<file path="src/hdl/ncv3_div.sv">
// ----------------------------------------------------------------------------
// ncv3_div
// Restoring divider, one quotient bit per cycle. The numerator is taken
// left-aligned; after the requested number of steps the quotient sits in the
// low bits of quo and the remainder in rem. done pulses for one cycle.
// ----------------------------------------------------------------------------
`timescale 1ns / 1ps

module ncv3_div #(
	parameter int NUM_W = 41,
	parameter int DEN_W = 26,
	parameter int CNT_W = 6
) (
	input  logic             clk,
	input  logic             arst_n,
	input  logic             start,
	input  logic [NUM_W-1:0] num,
	input  logic [DEN_W-1:0] den,
	input  logic [CNT_W-1:0] steps,
	output logic             busy,
	output logic             done,
	output logic [NUM_W-1:0] quo,
	output logic [DEN_W-1:0] rem
);

	logic [NUM_W-1:0] quo_q;
	logic [DEN_W-1:0] rem_q;
	logic [DEN_W-1:0] den_q;
	logic [CNT_W-1:0] cnt_q;
	logic             busy_q;
	logic             done_q;
	logic [DEN_W:0]   shifted;
	logic [DEN_W:0]   diff;

	always_comb begin
		shifted = {rem_q, quo_q[NUM_W-1]};
		diff    = shifted - {1'b0, den_q};
	end

	always_ff @(posedge clk or negedge arst_n) begin
		if (!arst_n) begin
			busy_q <= 1'b0;
			done_q <= 1'b0;
			cnt_q  <= '0;
		end else begin
			done_q <= busy_q && (cnt_q == CNT_W'(1));
			if (start) begin
				busy_q <= 1'b1;
				cnt_q  <= steps;
			end else if (busy_q) begin
				cnt_q <= cnt_q - 1'b1;
				if (cnt_q == CNT_W'(1)) begin
					busy_q <= 1'b0;
				end
			end
		end
	end

	always_ff @(posedge clk) begin
		if (start) begin
			quo_q <= num;
			rem_q <= '0;
			den_q <= den;
		end else if (busy_q) begin
			quo_q <= {quo_q[NUM_W-2:0], ~diff[DEN_W]};
			rem_q <= diff[DEN_W] ? shifted[DEN_W-1:0] : diff[DEN_W-1:0];
		end
	end

	assign busy = busy_q;
	assign done = done_q;
	assign quo  = quo_q;
	assign rem  = rem_q;

endmodule

</file>
<file path="config.mk">
export PLATFORM = sky130hd
export DESIGN_NAME = ncv3_div
export DESIGN_NICKNAME = d
export VERILOG_FILES = /design/src/hdl/ncv3_div.sv
export SDC_FILE = /design/constraint.sdc
export NUM_CORES = 1
export LEC_CHECK = 0
export BUFFER_PORTS_ARGS = -buffer_cell sky130_fd_sc_hd__buf_4
export CAP_MARGIN = 10
export CORE_MARGIN = 4
export CORE_UTILIZATION = 45
export CTS_CLUSTER_DIAMETER = 50
export DETAILED_ROUTE_END_ITERATION = 16
export PLACE_DENSITY = 0.7
export RECOVER_POWER = 50
export SETUP_SLACK_MARGIN = 0.5
export SLEW_MARGIN = 15
export SYNTH_ARGS = -nofsm -noshare
export SYNTH_HDL_FRONTEND = slang
export SYNTH_SLANG_ARGS = --single-unit
</file>
<file path="constraint.sdc">
create_clock -name clk -period 3.8 [get_ports clk]
set_clock_uncertainty 0.2 [all_clocks]
set_input_delay 0 -clock clk [delete_from_list [all_inputs] [get_ports clk]]
set_output_delay 0 -clock clk [all_outputs]
set_load 0.02 [all_outputs]
</file>
==> results by stage, run 1 <==
CTS:
- In this run the deepest clock path goes through 2 buffers.
- The root buffer selected by CTS is sky130_fd_sc_hd__clkbuf_16.
- The clock net in this run drives a total of 101 sinks.
- The H-tree was split into 3 levels.
- After clock tree synthesis, the clock-pin slew on the worst setup and hold paths is 70 ps.
- The number of buffers inserted during clock tree synthesis is 9.
- The clock latency on the worst-skew pair is 360 ps.
- The TritonCTS clock tree is yes.

STA:
- The max-slew violation count is 0.
- The final period utilization is 0.835.
- After layout, the worst setup slack is 627 ps.
- The relative max-transition margin is 0.478.
- For the pin with the worst max-slew slack, the measured transition is 781 ps.
- For the final routed database, the setup TNS stands at 0 ps.
- Setup violations remaining at the end of the flow were counted as 0.
- The post-layout minimum cycle time is 3170 ps.
- Setup repair after global routing could not meet its margin everywhere.
- Across all hold checks on the routed design, the worst slack comes to 42.6 ps.
- The final number of hold-violating endpoints was 0.
- The achievable clock frequency is 315 MHz.

Place:
- The count of buffers added on input and output ports is 144.
- The detailed-placement wirelength estimate is 10700 um.
- The global placement routability congestion is 0.900.
- The pre-CTS setup slack is 117 ps.

Global route:
- The initial antenna violation count was 0.
- The global-route wire length before repair is 25900 um.
- The number of global-route vias before repair is 5103.
- In the global route stage, met3 resource usage came out at 0.0669.
- The global routing stage identified its most utilized layer as met2.
- For this run, global-route usage on met2 was measured as 0.397.
- Summed over all layers, the global routing overflow is 0.
- In the global route stage, overall resource usage came out at 0.226.
- In the global route stage, met1 resource usage came out at 0.263.
- Entering global routing, the biggest net connects 66 pins.

Critical path:
- STA puts the critical path data arrival time at 3230 ps.
- For the worst setup path, the data required time is 3860 ps.
- The setup check on the worst reg-to-reg path leaves a slack of 630 ps.
- The worst setup path is captured at a flop.
- The critical path in this run is classified as reg -> reg.
- The critical path startpoint category is a flop.
- The critical-path maximum fanout is 21.

Cells and area:
- At the end of the flow, the number of nets in the layout was 868.
- The diode insertion count for antenna repair is 0.
- The synthesis-to-layout area growth is 39.2%.
- The top cell types in the final layout, fill and taps aside, are sky130_fd_sc_hd__dlygate4sd3_1 (75), sky130_fd_sc_hd__buf_4 (75), sky130_fd_sc_hd__edfxtp_1 (67).
- Summing all multi-input logic gate instances after layout gives 0.00269 mm2.
- In the final layout, the share of cells above drive strength 1 is 0.232.
- The count of filler cells inserted in the layout is 1001.
- Across the whole layout, storage elements account for 0.00273 mm2.

Route:
- Dividing the detail-routed wire length by the instance count gives 17.4 um.
- The DRC violation total after the first TritonRoute iteration is 360.
- The routed layout has 5041 vias.
- The final layout contains routed wiring with a total length of 16200 um.
- For this run, the detailed router's first-pass iteration total came to 5.
- In this run the remaining antenna-violating nets after routing total 0.
- In the routed design, unresolved DRC markers number 0.
- Using the TritonRoute via totals, the vias-per-cell ratio works out to 5.39.

Floorplanning:
- The area enclosed by the die boundary is 0.0144 mm2.
- The floorplan has 40 rows.
- The placeable core area is 0.0122 mm2.
- Pin placement for this block handled 145 I/O pins.
- From bottom edge to top edge, the die measures 120 um.
- For this configuration, the core starts out at a cell density of 0.464.
- The floorplan step set the die width to 120 um.

Synthesis:
- Sorting the synthesized cells by area gives the leading types as sky130_fd_sc_hd__edfxtp_1 (36%), sky130_fd_sc_hd__dfxtp_1 (9.2%), sky130_fd_sc_hd__mux2_2 (8.0%).
- The dominant synthesized flop cell is sky130_fd_sc_hd__edfxtp_1.
- Counting flops with a built-in enable in the synthesized netlist gives 67.
- The number of different library cells used by synthesis comes to 59.
- Synthesis produced 544 cells.
- The share of the Yosys chip area taken by registers is 0.484.
- The share of synthesized area in the top cell type comes to 0.357.
- The cell accounting for the most synthesized area is sky130_fd_sc_hd__edfxtp_1.
- The mapped netlist covers 0.00564 mm2.
- The warning count from the yosys run is 0.
- After synthesis, the mean cell area works out to 10.4 um2.
- The net count after synthesis is 649.
- In the synthesized netlist the async set-or-reset flop fraction comes to 0.0792.
- Synthesis inferred 101 register bits.

Power:
- In this run the power density over the cells is 596 mW/mm2.
- VDD sags by at most 0.425 mV.
- After layout, the design draws a total of 0.00468 W.
- In this run the static leakage power is 3.23 nW.

Min path:
- The worst hold path belongs to the class in -> reg.

Job:
- The max-capacitance violation count is 0.

Run status:
- The flow ran to the end, and the final reports show no timing, DRC or antenna violations.
-- sequential cells by signal (all words and copies together) (netlist names) --
signal and flops:
quo 41, den_q 26, done 1, rem 26
cnt_q 6, busy 1
-- cell families (layout without fill, tap and decap cells) --
kind of cell               after synthesis  after routing  share of synthesized area
AOI/OAI and AO/OA                      115            115                      0.134
xor gates and xnor gates                25             25                     0.0455
adders and majority gates               29             29                     0.0657
buffers and inverters                   66            290                     0.0508
DFF                                    101            101                      0.484
muxes                                   40             40                     0.0799
and+or+nand+nor                        168            168                      0.140
-- metal layers --
metal  vias up  wire length, um
met2       188             8250
met5         -                0
met4         0              317
li1       2430                -
met3        27             1210
met1      2396             6460
-- synth_stat cells (5+ instances only) --
cell,instances
sky130_fd_sc_hd__nand2b_1,5
sky130_fd_sc_hd__a311oi_1,12
sky130_fd_sc_hd__o21ai_0,25
sky130_fd_sc_hd__mux2_2,40
sky130_fd_sc_hd__nand2_1,65
sky130_fd_sc_hd__xnor2_1,14
sky130_fd_sc_hd__xor2_1,9
sky130_fd_sc_hd__a211oi_1,7
sky130_fd_sc_hd__dfrtp_1,8
sky130_fd_sc_hd__nor3_1,16
sky130_fd_sc_hd__a31oi_1,6
sky130_fd_sc_hd__inv_1,39
sky130_fd_sc_hd__a21oi_1,30
sky130_fd_sc_hd__edfxtp_1,67
sky130_fd_sc_hd__dfxtp_1,26
sky130_fd_sc_hd__nand3_1,16
sky130_fd_sc_hd__nor4_1,5
sky130_fd_sc_hd__ha_1,28
sky130_fd_sc_hd__nor2_1,36
sky130_fd_sc_hd__clkbuf_1,19
-- power by group --
group | internal, W | switching [W] | leakage, nW
sequential | 0.00139 | 0.000205 | 0.996
clock | 0.000516 | 0.000421 | 0.145
combinational | 0.000910 | 0.00123 | 2.09
-- repair_timing --
action | CTS | global route
gates resized for setup | 8 | 7
hold endpoints to repair | 81 | 0
hold buffers | 75 | 0
setup buffers | 7 | 3
setup endpoints to repair | 27 | 22
pin swaps | 4 | 7
-- per-stage QoR --
stage | instance area, um2 | cells | util
2_1_floorplan | 5640 | 544 | -
3_3_place_gp | 6850 | 835 | 0.563
3_5_place_dp | 6850 | 835 | 0.563
4_1_cts | 7990 | 933 | 0.657
5_1_grt | 7850 | 936 | 0.645
6_report | 7850 | 936 | 0.645
-- final cells by class --
cell class | count | area share
clock inverters | 6 | 0.00877
clock buffers | 10 | 0.0292
repair buffers | 235 | 0.226
well taps | 168 | 0.0268
multi-input cells | 377 | 0.342
inverters | 39 | 0.0187
flip-flops and latches | 101 | 0.348
-- worst paths after layout --
path                       startpoint  endpoint  cells past startpoint
max in group asynchronous      arst_n  cnt_q[2]                      3
max reg2reg                  den_q[0]    rem[3]                     11
min                             start  cnt_q[0]                      3
min in group asynchronous      arst_n  cnt_q[5]                      3
max                          den_q[0]    rem[3]                     11
min reg2reg                    rem[8]    rem[9]                      2
-- critical path, stage by stage, from the launching register on --
cell                       delay (ps)
sky130_fd_sc_hd__edfxtp_1         390
sky130_fd_sc_hd__ha_2             210
sky130_fd_sc_hd__fa_2             390
sky130_fd_sc_hd__nand2b_4         160
sky130_fd_sc_hd__a21oi_2          170
sky130_fd_sc_hd__o211ai_1         210
sky130_fd_sc_hd__a211oi_2         330
sky130_fd_sc_hd__or3b_4           250
sky130_fd_sc_hd__xnor2_4          130
sky130_fd_sc_hd__buf_6            220
sky130_fd_sc_hd__nand3_1          110
sky130_fd_sc_hd__a311oi_1         290
(Power assumes the default switching activity.)
==> run 2: changes to the inputs <==
--- a/config.mk
+++ b/config.mk
@@ -11,7 +11,7 @@
 export CORE_UTILIZATION = 45
 export CTS_CLUSTER_DIAMETER = 50
 export DETAILED_ROUTE_END_ITERATION = 16
-export PLACE_DENSITY = 0.7
+export PLACE_DENSITY = 0.72
 export RECOVER_POWER = 50
 export SETUP_SLACK_MARGIN = 0.5
 export SLEW_MARGIN = 15
==> constraint.sdc (replaced) <==
create_clock -name clk -period 2.6 [get_ports clk]
set_clock_uncertainty 0.2 [all_clocks]
set_input_delay 0 -clock clk [delete_from_list [all_inputs] [get_ports clk]]
set_output_delay 0 -clock clk [all_outputs]
set_load 0.02 [all_outputs]
==> results by stage, run 2 (same netlist as run 1, synthesis figures left out) <==
STA:
- The final period utilization is 1.23.
- The final number of hold-violating endpoints was 0.
- Setup repair after global routing could not meet its margin everywhere.
- The worst path in the final design needs a cycle of 3190 ps, including I/O delays and setup.
- Based on the critical path, the design can be clocked at up to 313 MHz.
- Setup violations remaining at the end of the flow were counted as 27.
- The final worst-path setup slack is -594 ps.
- The max-slew violation count is 0.
- The relative max-transition margin is 0.249.
- The actual slew at the worst max-slew pin is 1120 ps.

Cells and area:
- The layout cell share with drive strength beyond 1 is 0.439.
- The synthesis-to-layout area growth is 64.3%.
- For this run, the post-layout net count is 989.
- The register area is 0.00273 mm2.
- The diode insertion count for antenna repair is 0.
- The most common cell after layout, fill and taps aside is sky130_fd_sc_hd__buf_4.
- Excluding fillers, the count of instances in the completed layout stands at 1057.
- The area occupied by multi-input gates is 0.00292 mm2.
- The count of filler cells inserted in the layout is 763.
- The fraction of the core area covered by cells at the end of the flow is 0.762.
- The flip-flop count of the largest register after layout is 41.
- The finished cells cover 0.00927 mm2.
- In the layout the commonest cells are sky130_fd_sc_hd__buf_4 (232), sky130_fd_sc_hd__dlygate4sd3_1 (76), sky130_fd_sc_hd__edfxtp_1 (67).

Critical path:
- The most numerous cell type found on the critical path is sky130_fd_sc_hd__buf_6.
- The endpoint arrival time on the critical path is 3220 ps.
- Together, buffers and inverters on the worst path number 4.
- Traced cell by cell, the critical path runs through inv_1 -> ha_1 -> a21oi_1 -> o21ai_2 -> a211o_1 -> a21oi_1 -> or3b_4 -> buf_6 -> xnor2_4 -> buf_6 -> buf_6 -> nor4b_4 -> nor4_2.
- The critical path startpoint category is a flop.
- In this run the worst path has a maximum fanout of 4.
- The kind of cell with the highest combined delay along the critical path is simple AND/OR/NAND/NOR gates.
- For this run, the slowest stage of the critical path takes 430 ps.
- STA classifies the critical path endpoint as a flop.
- The path type of the worst setup path is reg -> reg.
- The slowest cell on the critical path is sky130_fd_sc_hd__edfxtp_1.
- The required time reported for the critical path endpoint is 2630 ps.

Place:
- The global placement routability congestion is 0.946.
- After legalization and detailed placement, the total HPWL measured 12600 um.
- OpenSTA, run right after detailed placement, puts the worst setup slack at -638 ps.
- After detailed placement, the total cell area comes to 0.00766 mm2.
- Port buffering added 144 buffers.
- After detailed placement, the design holds a cell count of 943.

Run status:
- The checks that failed: setup timing.
- The flow ran to the end, but the final reports show violations.

Power:
- The leakage dissipation is 4.13 nW.
- The share of power burned in registers is 0.264.
- The portion of total power attributed to the clock network is 0.160.
- The power density over the cells is 913 mW/mm2.
- IR analysis of the VDD net gives a maximum drop of 0.644 mV.
- Summed over all nets, the switching power comes to 0.00331 W.
- The power after layout is 0.00846 W.
- The internal power consumption is 0.00514 W.
- The part of the power in combinational logic is 0.576.
- Of the total power, the share spent switching nets is 0.392.

Global route:
- The first global-routing pass estimated 30200 um of wire.
- The overall fraction of global-route tracks in use is 0.266.
- After global routing the overflow that remains totals 0.
- The initial antenna violation count is 0.
- The number of global-route vias before repair is 5981.
- Entering global routing, the biggest net connects 42 pins.

Route:
- In the routed design, unresolved DRC markers number 0.
- Using the TritonRoute via totals, the vias-per-cell ratio works out to 5.49.
- The number of detailed-route iterations in the first pass is 5.
- The DRC violation total after the first TritonRoute iteration is 460.
- The number of antenna-violating nets in the routed design is 0.
- The detailed-route wire length is 19600 um.
- The total vias in the final route is 5807.
- The wire length per cell after detailed routing is 18.5 um.

Floorplanning:
- In this run the vertical extent of the chip is 120 um.
- The count of boundary I/O pins is 145.
- The floorplan step defined a die boundary enclosing 0.0144 mm2.
- The floorplan die width is 120 um.
- The placeable core area is 0.0122 mm2.
- The effective utilization at floorplan is 0.464.
- After floorplanning, the core was divided into 40 placement rows.

CTS:
- Clock latency on the worst-skew pair, taken at its later pin, is 360 ps.
- The root buffer selected by CTS is sky130_fd_sc_hd__clkbuf_16.
- The H-tree generated during clock tree synthesis spans 3 levels.
- The clock sink count is 101.
- The number of buffers on the longest clock path is 2.
- Counting the buffers created by CTS gives 9.
- Clock-pin slew was measured on the worst setup and hold paths at 80 ps.
- TritonCTS built the clock tree.

Min path:
- The path class of the tightest hold or removal check is in -> reg.

Job:
- Across the run, the number of max-cap violations was 0.
-- run 2: changes by cell type in the layout (fill, tap and decap cells not counted), sizes merged --
cell / change
bufinv: -1
clkbuf: -57
buf: +175
clkinv: -2
dlygate4sd3: +1
inv: +2
clkinvlp: +2
xnor2: +1
-- run 2: final cells by class --
| cell class | count | area share |
|---|---|---|
| clock buffers | 9 | 0.0243 |
| clock inverters | 7 | 0.00689 |
| inverters | 39 | 0.0162 |
| multi-input cells | 378 | 0.315 |
| flip-flops and latches | 101 | 0.295 |
| well taps | 168 | 0.0227 |
| repair buffers | 355 | 0.320 |
-- run 2: power groups by stage --
stage	clock network, W	registers (W)	logic [W]
floorplan	0	0.00258	0.00180
global placement	0	0.00225	0.00374
detailed placement	0	0.00226	0.00381
CTS	0.00139	0.00223	0.00450
global route	0.00145	0.00227	0.00517
finish	0.00135	0.00224	0.00487
-- run 2: path summary, 6_finish.rpt --
path,start,to,slack (ps),depth (start not counted)
max,den_q[11],rem[22],-590,13
min,den[4],den_q[4],170,2
max reg2reg,den_q[11],rem[22],-590,13
min reg2reg,quo[30],quo[31],380,1
max in group asynchronous,arst_n,done,1420,3
min in group asynchronous,arst_n,cnt_q[5],500,3
-- run 2: per-layer routing --
layer | up-vias | global-route usage | routed length [um]
met3 | 67 | 0.0749 | 1740
li1 | 2663 | - | -
met5 | - | 0 | 0
met2 | 323 | 0.471 | 9810
met1 | 2754 | 0.304 | 7360
met4 | 0 | 0.0988 | 678
-- run 2: metrics by stage --
step | setup TNS (ps) | hold WS [ps]
after floorplan | -8580 | -496
after global placement | -10840 | -380
after detailed placement | -14180 | -375
after CTS | -11800 | 136
after global routing | -15590 | 167
final | -14080 | 171
-- run 2: what timing repair did --
action	CTS	global route
setup buffers	17	3
pin swaps	41	29
hold endpoints to repair	99	0
hold buffers	76	0
setup endpoints to repair	27	27
cloned	2	0
gates resized for setup	54	25
-- run 2: worst register-to-register path: cells and delay by family, from the launching register on --
family / cells / cell delay [ps]
xor gates and xnor gates: 1 / 140
and+or+nand+nor: 3 / 780
AOI/OAI and AO/OA: 4 / 760
DFF: 1 / 430
buffers and inverters: 4 / 490
adders and majority gates: 1 / 250
